**config.mk**
```make
export PLATFORM = sky130hd
export DESIGN_NAME = at_response_rx_scanner
export DESIGN_NICKNAME = d
export VERILOG_FILES = /design/src/design/at_rx_pkg.sv /design/src/design/at_response_rx_scanner.sv /design/src/design/at_rx_cfg.sv /design/src/design/at_rx_event.sv /design/src/design/at_rx_resp.sv
export SDC_FILE = /design/constraint.sdc
export NUM_CORES = 1
export LEC_CHECK = 0
export ABC_CLOCK_PERIOD_IN_PS = 6820
export BUFFER_PORTS_ARGS = -buffer_cell sky130_fd_sc_hd__buf_2
export CAP_MARGIN = 0
export CORE_MARGIN = 3
export CORE_UTILIZATION = 30
export DETAILED_ROUTE_END_ITERATION = 16
export SLEW_MARGIN = 10
export SYNTH_ARGS = -nofsm -noshare
export SYNTH_HDL_FRONTEND = slang
export SYNTH_SLANG_ARGS = --single-unit
```
**constraint.sdc**
```tcl
create_clock -name i_clk -period 6.82 [get_ports i_clk]
set_input_delay 1.364 -clock i_clk [delete_from_list [all_inputs] [get_ports i_clk]]
set_output_delay 1.364 -clock i_clk [all_outputs]
set_load 0.05 [all_outputs]
```
**src/design/at_rx_pkg.sv**
```systemverilog
// ----------------------------------------------------------------------------
// at_rx_pkg: shared types and constants of the AT response receive scanner
// Holds the sizes, the command and register codes, and the structs that
// travel between the configuration file, the two tracking paths and the top.
// ----------------------------------------------------------------------------
package at_rx_pkg;

    localparam int BUF_LEN       = 128;
    localparam int NUM_PATTERNS  = 4;
    localparam int PATTERN_CHARS = 8;

    localparam int ADDR_W = 7;   // buffer address width
    localparam int SEL_W  = 2;   // pattern selector width
    localparam int POS_W  = 3;   // character position width
    localparam int CFG_W  = 64;  // configuration data width

    localparam logic [7:0] CHAR_NEWLINE = 8'h0A;
    localparam logic [7:0] CHAR_U       = 8'h55;
    localparam logic [7:0] CHAR_R       = 8'h52;
    localparam logic [7:0] CHAR_C       = 8'h43;

    typedef enum logic [1:0] {
        MODE_CHAR      = 2'd0,
        MODE_CLR_RESP  = 2'd1,
        MODE_CLR_EVENT = 2'd2,
        MODE_NONE      = 2'd3
    } t_mode;

    typedef enum logic [2:0] {
        CFG_PRINT_LOW  = 3'd0,
        CFG_PRINT_HIGH = 3'd1,
        CFG_BUF_LEN    = 3'd2,
        CFG_PATTERN_0  = 3'd3,
        CFG_PATTERN_1  = 3'd4,
        CFG_PATTERN_2  = 3'd5,
        CFG_PATTERN_3  = 3'd6,
        CFG_LAST_INDEX = 3'd7
    } t_cfg_idx;

    typedef logic [NUM_PATTERNS-1:0][PATTERN_CHARS-1:0][7:0] t_patterns;

    typedef struct packed {
        logic [7:0]                    print_low;
        logic [7:0]                    print_high;
        logic [7:0]                    resp_buffer_len;
        t_patterns                     patterns;
        logic [NUM_PATTERNS*POS_W-1:0] last_index;
    } t_cfg;

    // One decoded step, presented by the top to both tracking paths.
    typedef struct packed {
        logic       fire;       // step takes effect at this edge
        logic       chr;        // an accepted character
        logic       clr_resp;
        logic       clr_event;
        logic [7:0] c;
    } t_step;

    typedef struct packed {
        logic              resp_write;
        logic [ADDR_W-1:0] resp_addr;
        logic              resp_ready;
        logic              matched_now;
        logic [SEL_W-1:0]  matched_pattern;
    } t_resp_res;

    typedef struct packed {
        logic              event_write;
        logic [ADDR_W-1:0] event_addr;
        logic              event_line_done;
        logic              event_pending;
        logic [7:0]        event_count;
    } t_evt_res;

    function automatic logic [7:0] prefix_char(input logic [1:0] p);
        logic [7:0] ch;
        case (p)
            2'd0:    ch = CHAR_U;
            2'd1:    ch = CHAR_R;
            default: ch = CHAR_C;
        endcase
        return ch;
    endfunction

    function automatic logic [SEL_W-1:0] next_sel(input logic [SEL_W-1:0] s);
        logic [SEL_W-1:0] r;
        if (32'(s) >= NUM_PATTERNS - 1) begin
            r = '0;
        end else begin
            r = s + SEL_W'(1);
        end
        return r;
    endfunction

endpackage

```
**src/design/at_response_rx_scanner.sv**
```systemverilog
// ----------------------------------------------------------------------------
// at_response_rx_scanner: receive-side character scanner for a modem link
// Filters received characters, tracks unsolicited event lines and matches
// expected responses, emitting buffer write addresses for accepted characters.
// ----------------------------------------------------------------------------
// Usage:
// Command words arrive on the input channel (i_in_valid / o_in_stall) with a
// mode and a character. Every accepted word yields exactly one result word
// on the output channel (o_out_valid / i_out_stall). The caller holds the
// response and event buffers and writes o_char_out at the emitted addresses
// when o_resp_write or o_event_write is set.
// An accepted word is held in the input register; then the filter, the event
// path and the four-way pattern compare settle into the result register,
// which drives o_out_valid. A new word is taken every cycle while the
// receiver does not stall; the four-pattern priority compare sets the cycle
// time. When the receiver stalls, the held result stays put and the input
// register still takes one more word if it is empty; only then does
// o_in_stall rise.
// Configuration words (i_cfg_valid / o_cfg_ready) are always taken at once and
// must be written only while no word is in flight.
// Reset (i_rst_n low, synchronous) empties both registers, clears all
// scanner state and loads the register defaults: window 10..126, buffer
// length 128, patterns and final indexes zero.
// ----------------------------------------------------------------------------
module at_response_rx_scanner import at_rx_pkg::*; (
    input  logic              i_clk,
    input  logic              i_rst_n,
    // configuration write channel
    input  logic              i_cfg_valid,
    output logic              o_cfg_ready,
    input  logic [2:0]        i_cfg_index,
    input  logic [CFG_W-1:0]  i_cfg_data,
    // input channel
    input  logic              i_in_valid,
    output logic              o_in_stall,
    input  logic [1:0]        i_mode,
    input  logic [7:0]        i_rx_char,
    // output channel
    output logic              o_out_valid,
    input  logic              i_out_stall,
    output logic              o_accepted,
    output logic [7:0]        o_char_out,
    output logic              o_resp_write,
    output logic [ADDR_W-1:0] o_resp_addr,
    output logic              o_resp_ready,
    output logic              o_matched_now,
    output logic [SEL_W-1:0]  o_matched_pattern,
    output logic              o_event_write,
    output logic [ADDR_W-1:0] o_event_addr,
    output logic              o_event_line_done,
    output logic              o_event_pending,
    output logic [7:0]        o_event_count
);

    t_cfg      cfg;
    t_step     step;
    t_resp_res resp_res;
    t_evt_res  evt_res;

    // Input register.
    logic       r_in_valid;
    logic [1:0] r_mode;
    logic [7:0] r_rx_char;

    // Result register.
    logic       r_out_valid;
    logic       r_accepted;
    logic [7:0] r_char_out;
    t_resp_res  r_resp_res;
    t_evt_res   r_evt_res;

    logic advance;    // the result register can take a new word
    logic in_accept;
    logic in_window;

    at_rx_cfg u_cfg (
        .i_clk       (i_clk),
        .i_rst_n     (i_rst_n),
        .i_cfg_valid (i_cfg_valid),
        .o_cfg_ready (o_cfg_ready),
        .i_cfg_index (i_cfg_index),
        .i_cfg_data  (i_cfg_data),
        .o_cfg       (cfg)
    );

    assign advance    = !(r_out_valid && i_out_stall);
    assign o_in_stall = r_in_valid && !advance;
    assign in_accept  = i_in_valid && !o_in_stall;

    // Decode the buffered word into one step for both paths.
    assign in_window = (r_rx_char >= cfg.print_low) && (r_rx_char <= cfg.print_high);

    always_comb begin
        step           = '0;
        step.fire      = r_in_valid && advance;
        step.c         = r_rx_char;
        unique case (t_mode'(r_mode))
            MODE_CHAR:      step.chr       = in_window;
            MODE_CLR_RESP:  step.clr_resp  = 1'b1;
            MODE_CLR_EVENT: step.clr_event = 1'b1;
            MODE_NONE:      ;
            default:        ;
        endcase
    end

    at_rx_event u_event (
        .i_clk   (i_clk),
        .i_rst_n (i_rst_n),
        .i_step  (step),
        .o_res   (evt_res)
    );

    at_rx_resp u_resp (
        .i_clk   (i_clk),
        .i_rst_n (i_rst_n),
        .i_cfg   (cfg),
        .i_step  (step),
        .o_res   (resp_res)
    );

    always_ff @(posedge i_clk) begin
        if (!i_rst_n) begin
            r_in_valid <= 1'b0;
        end else if (in_accept) begin
            r_in_valid <= 1'b1;
        end else if (advance) begin
            r_in_valid <= 1'b0;
        end
    end

    always_ff @(posedge i_clk) begin
        if (in_accept) begin
            r_mode    <= i_mode;
            r_rx_char <= i_rx_char;
        end
    end

    always_ff @(posedge i_clk) begin
        if (!i_rst_n) begin
            r_out_valid <= 1'b0;
        end else if (advance) begin
            r_out_valid <= r_in_valid;
        end
    end

    always_ff @(posedge i_clk) begin
        if (step.fire) begin
            r_accepted <= step.chr;
            r_char_out <= step.chr ? r_rx_char : 8'd0;
            r_resp_res <= resp_res;
            r_evt_res  <= evt_res;
        end
    end

    assign o_out_valid       = r_out_valid;
    assign o_accepted        = r_accepted;
    assign o_char_out        = r_char_out;
    assign o_resp_write      = r_resp_res.resp_write;
    assign o_resp_addr       = r_resp_res.resp_addr;
    assign o_resp_ready      = r_resp_res.resp_ready;
    assign o_matched_now     = r_resp_res.matched_now;
    assign o_matched_pattern = r_resp_res.matched_pattern;
    assign o_event_write     = r_evt_res.event_write;
    assign o_event_addr      = r_evt_res.event_addr;
    assign o_event_line_done = r_evt_res.event_line_done;
    assign o_event_pending   = r_evt_res.event_pending;
    assign o_event_count     = r_evt_res.event_count;

    // A completed match always leaves the response marked ready.
    a_match_sets_ready: assert property (@(posedge i_clk) disable iff (!i_rst_n)
        o_out_valid && o_matched_now |-> o_resp_ready)
        else $error("match reported without response ready");

    // A line end only comes from a captured character and sets the flag.
    a_line_done_flag: assert property (@(posedge i_clk) disable iff (!i_rst_n)
        o_out_valid && o_event_line_done |-> o_event_write && o_event_pending)
        else $error("event line end without capture or flag");

    // Buffer writes happen only for characters inside the window.
    a_write_needs_accept: assert property (@(posedge i_clk) disable iff (!i_rst_n)
        o_out_valid && (o_resp_write || o_event_write) |-> o_accepted)
        else $error("buffer write for a dropped character");

    // A processed word always shows up in the result register next cycle.
    a_step_reaches_output: assert property (@(posedge i_clk) disable iff (!i_rst_n)
        step.fire |=> r_out_valid)
        else $error("processed word lost before the result register");

endmodule

```
**src/design/at_rx_cfg.sv**
```systemverilog
// ----------------------------------------------------------------------------
// at_rx_cfg: configuration register file
// Holds the printable window, the response buffer length, the expected
// response patterns and their final character indexes.
// ----------------------------------------------------------------------------
module at_rx_cfg import at_rx_pkg::*; (
    input  logic             i_clk,
    input  logic             i_rst_n,
    input  logic             i_cfg_valid,
    output logic             o_cfg_ready,
    input  logic [2:0]       i_cfg_index,
    input  logic [CFG_W-1:0] i_cfg_data,
    output t_cfg             o_cfg
);

    t_cfg r_cfg;

    assign o_cfg_ready = 1'b1;
    assign o_cfg       = r_cfg;

    always_ff @(posedge i_clk) begin
        if (!i_rst_n) begin
            r_cfg.print_low       <= 8'd10;
            r_cfg.print_high      <= 8'd126;
            r_cfg.resp_buffer_len <= 8'd128;
            r_cfg.patterns        <= '0;
            r_cfg.last_index      <= '0;
        end else if (i_cfg_valid) begin
            unique case (t_cfg_idx'(i_cfg_index))
                CFG_PRINT_LOW:  r_cfg.print_low       <= i_cfg_data[7:0];
                CFG_PRINT_HIGH: r_cfg.print_high      <= i_cfg_data[7:0];
                CFG_BUF_LEN:    r_cfg.resp_buffer_len <= i_cfg_data[7:0];
                CFG_PATTERN_0:  r_cfg.patterns[0] <= i_cfg_data[PATTERN_CHARS*8-1:0];
                CFG_PATTERN_1:  r_cfg.patterns[1] <= i_cfg_data[PATTERN_CHARS*8-1:0];
                CFG_PATTERN_2:  r_cfg.patterns[2] <= i_cfg_data[PATTERN_CHARS*8-1:0];
                CFG_PATTERN_3:  r_cfg.patterns[3] <= i_cfg_data[PATTERN_CHARS*8-1:0];
                CFG_LAST_INDEX: r_cfg.last_index <= i_cfg_data[NUM_PATTERNS*POS_W-1:0];
                default: ;
            endcase
        end
    end

endmodule

```
**src/design/at_rx_event.sv**
```systemverilog
// ----------------------------------------------------------------------------
// at_rx_event: unsolicited event line tracker
// Watches for the prefix, steers the following characters to the event
// buffer until a newline, and keeps the sticky flag and the line count.
// ----------------------------------------------------------------------------
module at_rx_event import at_rx_pkg::*; (
    input  logic     i_clk,
    input  logic     i_rst_n,
    input  t_step    i_step,
    output t_evt_res o_res
);

    logic [1:0]        r_prefix_progress, n_prefix_progress;
    logic              r_capturing,       n_capturing;
    logic [ADDR_W-1:0] r_event_index,     n_event_index;
    logic              r_event_flag,      n_event_flag;
    logic [7:0]        r_event_lines,     n_event_lines;

    logic [1:0]        prog;
    logic [ADDR_W:0]   idx_inc;

    always_comb begin
        n_prefix_progress = r_prefix_progress;
        n_capturing       = r_capturing;
        n_event_index     = r_event_index;
        n_event_flag      = r_event_flag;
        n_event_lines     = r_event_lines;
        o_res             = '0;
        prog              = (r_prefix_progress > 2'd2) ? 2'd0 : r_prefix_progress;
        idx_inc           = {1'b0, r_event_index} + (ADDR_W+1)'(1);

        if (i_step.clr_event) begin
            n_capturing   = 1'b0;
            n_event_index = '0;
            n_event_flag  = 1'b0;
            n_event_lines = '0;
        end else if (i_step.chr) begin
            if (r_capturing) begin
                o_res.event_write = 1'b1;
                o_res.event_addr  = r_event_index;
                if (32'(idx_inc) >= BUF_LEN - 1) begin
                    n_event_index = '0;
                end else begin
                    n_event_index = idx_inc[ADDR_W-1:0];
                end
                if (i_step.c == CHAR_NEWLINE) begin
                    n_capturing           = 1'b0;
                    n_event_flag          = 1'b1;
                    n_event_lines         = r_event_lines + 8'd1;
                    o_res.event_line_done = 1'b1;
                end
            end else if (i_step.c == prefix_char(prog)) begin
                // A full prefix opens capture and rewinds the cursor; a partial one advances it.
                if (prog == 2'd2) begin
                    n_prefix_progress = 2'd0;
                    n_capturing       = 1'b1;
                end else begin
                    n_prefix_progress = prog + 2'd1;
                end
            end else begin
                n_prefix_progress = 2'd0;
            end
        end

        o_res.event_pending = n_event_flag;
        o_res.event_count   = n_event_lines;
    end

    always_ff @(posedge i_clk) begin
        if (!i_rst_n) begin
            r_prefix_progress <= '0;
            r_capturing       <= 1'b0;
            r_event_index     <= '0;
            r_event_flag      <= 1'b0;
            r_event_lines     <= '0;
        end else if (i_step.fire) begin
            r_prefix_progress <= n_prefix_progress;
            r_capturing       <= n_capturing;
            r_event_index     <= n_event_index;
            r_event_flag      <= n_event_flag;
            r_event_lines     <= n_event_lines;
        end
    end

endmodule

```
**src/design/at_rx_resp.sv**
```systemverilog
// ----------------------------------------------------------------------------
// at_rx_resp: response buffer index and expected-response matcher
// Advances the wrapping response write index and runs the rotating
// single-cursor matcher, which tries every pattern once per character.
// ----------------------------------------------------------------------------
module at_rx_resp import at_rx_pkg::*; (
    input  logic      i_clk,
    input  logic      i_rst_n,
    input  t_cfg      i_cfg,
    input  t_step     i_step,
    output t_resp_res o_res
);

    logic [ADDR_W-1:0] r_resp_index, n_resp_index;
    logic              r_resp_done,  n_resp_done;
    logic [SEL_W-1:0]  r_sel,        n_sel;
    logic [POS_W-1:0]  r_pos,        n_pos;

    logic [7:0]                          len;
    logic [7:0]                          idx_inc;
    logic [NUM_PATTERNS-1:0][SEL_W-1:0]  try_sel;
    logic [NUM_PATTERNS-1:0][POS_W-1:0]  try_pos;
    logic [NUM_PATTERNS-1:0][POS_W-1:0]  try_fin;
    logic [NUM_PATTERNS-1:0]             try_hit;
    logic                                found;

    function automatic logic [POS_W-1:0] clamp_pos(input logic [POS_W-1:0] p);
        logic [POS_W-1:0] r;
        if (32'(p) > PATTERN_CHARS - 1) begin
            r = POS_W'(PATTERN_CHARS - 1);
        end else begin
            r = p;
        end
        return r;
    endfunction

    // Candidate selector and position for each attempt; only the first
    // attempt resumes at the stored position, later ones start over.
    always_comb begin
        for (int k = 0; k < NUM_PATTERNS; k++) begin
            if (k == 0) begin
                try_sel[k] = r_sel;
                try_pos[k] = clamp_pos(r_pos);
            end else begin
                try_sel[k] = next_sel(try_sel[k-1]);
                try_pos[k] = '0;
            end
            try_fin[k] = clamp_pos(i_cfg.last_index[POS_W*try_sel[k] +: POS_W]);
            try_hit[k] = (i_step.c == i_cfg.patterns[try_sel[k]][try_pos[k]]);
        end
    end

    always_comb begin
        n_resp_index = r_resp_index;
        n_resp_done  = r_resp_done;
        n_sel        = r_sel;
        n_pos        = r_pos;
        o_res        = '0;
        found        = 1'b0;
        len          = (i_cfg.resp_buffer_len > 8'(BUF_LEN)) ? 8'(BUF_LEN)
                                                             : i_cfg.resp_buffer_len;
        idx_inc      = {1'b0, r_resp_index} + 8'd1;

        if (i_step.clr_resp) begin
            n_resp_done  = 1'b0;
            n_resp_index = '0;
        end else if (i_step.chr && !r_resp_done) begin
            o_res.resp_write = 1'b1;
            o_res.resp_addr  = r_resp_index;
            if (len < 8'd2 || idx_inc >= len - 8'd1) begin
                n_resp_index = '0;
            end else begin
                n_resp_index = idx_inc[ADDR_W-1:0];
            end

            // No hit at all leaves the selector back where it began.
            n_pos = '0;
            n_sel = next_sel(try_sel[NUM_PATTERNS-1]);
            for (int k = 0; k < NUM_PATTERNS; k++) begin
                if (!found && try_hit[k]) begin
                    found = 1'b1;
                    if (try_pos[k] >= try_fin[k]) begin
                        n_resp_done           = 1'b1;
                        n_resp_index          = '0;
                        n_sel                 = '0;
                        n_pos                 = '0;
                        o_res.matched_now     = 1'b1;
                        o_res.matched_pattern = try_sel[k];
                    end else begin
                        n_sel = try_sel[k];
                        n_pos = try_pos[k] + POS_W'(1);
                    end
                end
            end
        end

        o_res.resp_ready = n_resp_done;
    end

    always_ff @(posedge i_clk) begin
        if (!i_rst_n) begin
            r_resp_index <= '0;
            r_resp_done  <= 1'b0;
            r_sel        <= '0;
            r_pos        <= '0;
        end else if (i_step.fire) begin
            r_resp_index <= n_resp_index;
            r_resp_done  <= n_resp_done;
            r_sel        <= n_sel;
            r_pos        <= n_pos;
        end
    end

endmodule
```
Word-level counts from Yosys, hierarchy flattened
Cells that the tools add are included.
{"block": "word_totals", "register_bits": 375}
{"block": "op_classes", "add_sub_neg": 10, "n_mul": 4, "magnitude_cmp": 20, "n_eq_ne": 19, "shift": 4, "n_mux": 104, "bitwise_logic": 5, "n_reduce_logical": 39}
{"cell": "64-bit binary-select mux with 2-bit select", "count": 4}
{"cell": "7-bit 2-to-1 mux", "count": 17}
{"cell": "8-bit 2-to-1 mux", "count": 13}
{"cell": "64-bit 2-to-1 mux", "count": 1}
{"cell": "12-bit by 5-bit indexed part select with 3-bit output", "count": 4}
{"cell": "8-bit equality test", "count": 5}
{"cell": "3-bit 2-to-1 mux", "count": 13}
{"cell": "1-bit 2-to-1 mux", "count": 38}
{"cell": "2-bit 2-to-1 mux", "count": 15}
{"cell": "8-bit binary-select mux with 3-bit select", "count": 1}
{"cell": "2-bit AND reduction", "count": 10}
{"cell": "7-bit by 1-bit adder with 8-bit output, second input constant", "count": 2}
{"cell": "8-bit >= comparator", "count": 2}
{"cell": "2-bit by 2-bit multiplier with 4-bit output, first input constant", "count": 4}
{"cell": "3-bit equality test, second input constant", "count": 4}
{"cell": "2-bit by 3-bit less-than comparator with 1-bit output, second input constant", "count": 4}
{"cell": "2-bit by 1-bit adder with 2-bit output, second input constant", "count": 5}
{"cell": "5-bit one-hot mux with 2 select lines", "count": 1}
{"cell": "1-bit by 3-bit >= comparator with 1-bit output, first input constant", "count": 3}
{"cell": "1-bit logical AND", "count": 9}
{"cell": "9-bit 2-to-1 mux", "count": 1}
{"cell": "8-bit by 1-bit adder with 8-bit output, second input constant", "count": 1}
{"cell": "8-bit by 4-bit equality test with 1-bit output, second input constant", "count": 1}
{"cell": "2-bit >= comparator, second input constant", "count": 4}
{"cell": "other kinds (25)", "count": 43}

Depth between registers and ports, before layout
{"block": "depth", "depth_word": 23, "depth_mapped": 15, "ltp_nobuf": 15}

Hierarchy
Synthesis repeated with hierarchy kept, for this count alone.
{"block": "hier_totals", "cells_unflattened": 1876, "area_unflattened_um2": 19198.4}
{"module": "at_rx_cfg", "instances": 1, "cells_per_inst": 1036, "area_each_um2": 10699.0, "seq_area_each_um2": 5845.6}
{"module": "at_rx_resp", "instances": 1, "cells_per_inst": 533, "area_each_um2": 5072.4, "seq_area_each_um2": 260.2}
{"module": "at_response_rx_scanner", "instances": 1, "cells_per_inst": 122, "area_each_um2": 2029.4, "seq_area_each_um2": 1511.4}
{"module": "at_rx_event", "instances": 1, "cells_per_inst": 185, "area_each_um2": 1397.6, "seq_area_each_um2": 380.4}

Least setup slack after synthesis
Ideal clock, no wire load.
{"block": "synth_path", "kind": "input to register", "start": "input port i_out_stall", "end": "register u_resp.r_sel[0]", "t_arrival_ns": 3.690, "t_required_ns": 6.704, "setup_slack_ns": 3.014, "stages": 8, "n_path_buf": 1, "cell_sequence": "nand2_1 -> nand2_1 -> inv_1 -> clkbuf_1 -> nand3b_1 -> nor2_1 -> nor3_1 -> a31o_2"}
{"element": "from (decl)", "line_no": "at_response_rx_scanner.sv:40", "source": "input logic i_out_stall,"}
{"element": "to (signal assigned)", "line_no": "at_rx_resp.sv:109", "source": "r_sel <= n_sel;"}
{"element": "to (decl)", "line_no": "at_rx_resp.sv:16", "source": "logic [SEL_W-1:0] r_sel, n_sel;"}

Worst setup path after layout
{"block": "layout_path", "start": "register u_resp.r_sel[0]", "end": "register u_resp.r_resp_done"}
{"block": "layout_between", "elab_chain_len": 23, "elab_cells_between_ends": 60, "cone_classes": "3 x add/sub; 4 x mul; 7 x order compare; 4 x eq/ne; 4 x shift; 32 x mux; 6 x reduce/logical"}
{"element": "branches (longest 20 deep; another with 2-bit by 2-bit multiplier with 4-bit output)"}
{"element": "1-bit 2-to-1 mux (*)", "line_no": "at_rx_resp.sv:80", "source": "if (!found && try_hit[k]) begin"}
{"element": "1-bit 2-to-1 mux (*)", "line_no": "at_rx_resp.sv:67", "source": "end else if (i_step.chr && !r_resp_done) begin"}
{"element": "1-bit 2-to-1 mux (*)", "line_no": "at_rx_resp.sv:64", "source": "if (i_step.clr_resp) begin"}
{"element": "to (signal assigned)", "line_no": "at_rx_resp.sv:108", "source": "r_resp_done <= n_resp_done;"}
{"element": "to (decl)", "line_no": "at_rx_resp.sv:15", "source": "logic r_resp_done, n_resp_done;"}
Mark *: on every way between the ends. The select of a mux whose other input is x is not followed.
A chain may end at the register's enable or synchronous reset.

==> metrics.cfg <==
[status]
run_status=completed

[clocking]
post_cts_repair_resize_count=0
tritoncts.num_buffers=40
clk_latency_ps=570
cts_tree=built
cts_root_buf=sky130_fd_sc_hd__clkbuf_16
ctsHtreeMaxLevel=2
ctsHoldBuffers=0
clock_path_buffers=3
clkSinkCount=375
clkTransAtPathRegs_ps=60
cts_setup_buffers=0

[setup_path]
timing.critical_path.from_type=flop
crit_arrival_ps=5620
worstPathRequired_ps=7280
crit_type=flop to flop
critPathCaptureType=flop
cp_max_fo=46

[timing]
fin_tns_setup_ps=0
worstMarginPinSlew_ps=1300
final_count_of_pins_violating_max_slew=0
finalHoldViolCount=0
period_needed_ps=5160
fmax_mhz=194
timing.max_slew.rel_slack_pct=12.7
post-route-period-util_pct=75.6
grt_setup_unrepaired=false
setup_viol_count_final=0
fin_skew_ps=23.9
whs_ps=448
final.setup.worst_slack_ps=1660

[synth]
post_synth_and_or_nand_nor_area_fraction_pct=20.8
yosysMostFrequentCell=sky130_fd_sc_hd__nand2_1
mappedNetlistNets=2277
synth_xor_xnor_area_share_pct=3.20
synth_ff_type=sky130_fd_sc_hd__dfxtp_1
postSynthCellCount=2158
synth.mux.area_fraction_pct=10.8
synth-edff-count=49
synthesis.area_per_instance_um2=8.51
yosys-top-cells-area=sky130_fd_sc_hd__dfxtp_1 36%, sky130_fd_sc_hd__nand2_1 13%, sky130_fd_sc_hd__a21oi_1 8.9%
synth_top_family_by_area=simple AND/OR/NAND/NOR gates
synth_compound_area_share_pct=14.8
syn_area_mm2=0.0184
synth.cells.most_frequent=645 x sky130_fd_sc_hd__nand2_1, 326 x sky130_fd_sc_hd__dfxtp_1, 325 x sky130_fd_sc_hd__a21oi_1
synth_top_area_share_pct=35.6
postSynthRegisterBits=375
yosysUniqueCellTypes=78
register_area_share_after_synthesis_pct=43.6
yosysWarnings=0
yosys.area.top_type=sky130_fd_sc_hd__dfxtp_1
asr_flop_ratio_synth_pct=0
synth-adder-area-share_pct=2.52

[global_route]
globalRouteTotalUtil_pct=17.0
maximum_number_of_pins_on_one_net_before_global_route_repair=154
grt_antenna_before_repair=0
grt-ovfl-total=0
grt_pass1_vias=15400
grt_pass1_wl_um=86000

[floorplan]
initial_standard_cell_utilization_of_the_core_pct=30.4
core_region_area_mm2=0.0605
num_rows=90
dieWidth_um=253
die_footprint_mm2=0.0642
design.portCount=124
floorplan.die.height_um=253

[placement]
port-buffer-count=122
dp_cells=2929
dp_hpwl_um=36800
place.gp.congestion=0.885
detailedPlace.worstSlack_ps=1900
postPlaceCellArea_mm2=0.0195

[layout]
final_design_area_no_fill_mm2=0.0208
area_growth_syn_to_layout_pct=13.4
finalNetCount=2308
layout-drive-gt1-share_pct=12.9
post_layout_nonfiller_instances=2999
diode_count=0
finish.utilization_pct=34.4

[route]
per_cell_routed_wire_length_um=18.6
drt_iter0_drc=1160
detailedRoute.firstPassIterationCount=5
route.vias.total=15800
vias_per_cell=5.26
wirelength_um=55700
route.detailed.drc=0
final_antenna_net_count=0

[power_and_ir_drop]
total_switching_power_mw=1.20
power_frac_comb_pct=7.0
static-leakage-power_nw=7.01
power.clock.fraction_pct=45.1
seq_power_share_pct=47.9
tot_pwr_mw=4.87
power_density_normalized_to_cell_area_mw_per_mm2=234
power.internal_mw=3.67
netSwitchingFraction_pct=24.7
vdd_drop_max_uv=201

[min_path]
worst_hold_path_type=flop to flop

[job]
timing.max_cap.violations=0

## power groups by stage
stage	logic [mW]	registers (mW)	clock network [mW]
6_report	0.342	2.33	2.20
5_1_grt	0.373	2.34	2.33
4_1_cts	0.341	2.33	2.24
3_5_place_dp	0.340	2.38	0
3_3_place_gp	0.334	2.38	0
2_1_floorplan	0.191	2.40	0
## critical path, stage by stage, from the launching register on
cell and delay (ps):
sky130_fd_sc_hd__dfxtp_4 690, sky130_fd_sc_hd__buf_4 690, sky130_fd_sc_hd__nor2b_1 660, sky130_fd_sc_hd__a22oi_1 200, sky130_fd_sc_hd__nand3_1 140, sky130_fd_sc_hd__nand4_1 130
sky130_fd_sc_hd__xnor2_1 160, sky130_fd_sc_hd__nor4_1 1090, sky130_fd_sc_hd__nand2_1 440, sky130_fd_sc_hd__a31oi_4 430, sky130_fd_sc_hd__a31oi_1 130, sky130_fd_sc_hd__a211oi_1 290
## cells by family (layout without fill, tap and decap cells)
kind of cell / after synthesis / after routing
compound gates: 472 / 472
simple gates: 896 / 896
flops: 375 / 375
xor+xnor: 67 / 67
mux: 123 / 123
other cells: 1 / 1
fa+ha+maj: 37 / 37
buf+inv: 187 / 246
## registers in the layout, indices dropped and copies added, names as in the netlist, 7 cells and up
signal,flops
u_cfg.o_cfg,292
o_char_out,8
o_event_count,8
r_rx_char,8
u_event.r_event_lines,8
o_event_addr,7
o_resp_addr,7
u_event.r_event_index,7
u_resp.r_resp_index,7
## final cells by class
type	count	area, µm²
clock inverter	17	186
inverter	35	139
timing repair buffer	141	753
multi-input combinational	1596	9630
sequential	375	8010
tap	782	978
fill	6148	39700
clock buffer	53	1120
## final timing paths
kind | from | to | slack, ps | cells after the start
setup / recovery | u_resp.r_sel[0]$_SDFFE_PN0P_ | u_resp.r_resp_done$_SDFFE_PN0P_ | 1660 | 11
hold reg to reg | u_cfg.o_cfg[87]$_SDFFE_PN0P_ | u_cfg.o_cfg[87]$_SDFFE_PN0P_ | 450 | 2
hold / removal | u_cfg.o_cfg[87]$_SDFFE_PN0P_ | u_cfg.o_cfg[87]$_SDFFE_PN0P_ | 450 | 2
setup reg to reg | u_resp.r_sel[0]$_SDFFE_PN0P_ | u_resp.r_resp_done$_SDFFE_PN0P_ | 1660 | 11
## placed cells by master (no fill, tap or decap), types with 19 or more instances in the layout
| cell type | Yosys | routed |
|---|---|---|
| sky130_fd_sc_hd__o21ai_0 | 33 | 33 |
| sky130_fd_sc_hd__nand2_1 | 645 | 644 |
| sky130_fd_sc_hd__inv_1 | 32 | 31 |
| sky130_fd_sc_hd__clkbuf_16 | 0 | 41 |
| sky130_fd_sc_hd__nand3_1 | 34 | 31 |
| sky130_fd_sc_hd__xnor2_1 | 48 | 48 |
| sky130_fd_sc_hd__buf_4 | 1 | 19 |
| sky130_fd_sc_hd__mux4_2 | 46 | 46 |
| sky130_fd_sc_hd__nor2_1 | 67 | 63 |
| sky130_fd_sc_hd__edfxtp_1 | 49 | 49 |
| sky130_fd_sc_hd__mux2i_1 | 63 | 63 |
| sky130_fd_sc_hd__ha_1 | 37 | 37 |
| sky130_fd_sc_hd__a22oi_1 | 20 | 20 |
| sky130_fd_sc_hd__dfxtp_1 | 326 | 324 |
| sky130_fd_sc_hd__a21oi_1 | 325 | 325 |
| sky130_fd_sc_hd__xor2_1 | 19 | 19 |
| sky130_fd_sc_hd__buf_2 | 24 | 122 |
## routing by layer
metal | vias to the layer above | wire length, µm | part of all wire (%) | global-route usage, %
met4 | 0 | 1660 | 3.0 | 5.92
met2 | 564 | 26400 | 47 | 28.9
met3 | 109 | 4540 | 8.1 | 3.85
met5 | - | 0 | 0 | 0
met1 | 7589 | 23100 | 41 | 21.2
li1 | 7509 | - | - | -
(Power assumes the default switching activity.)
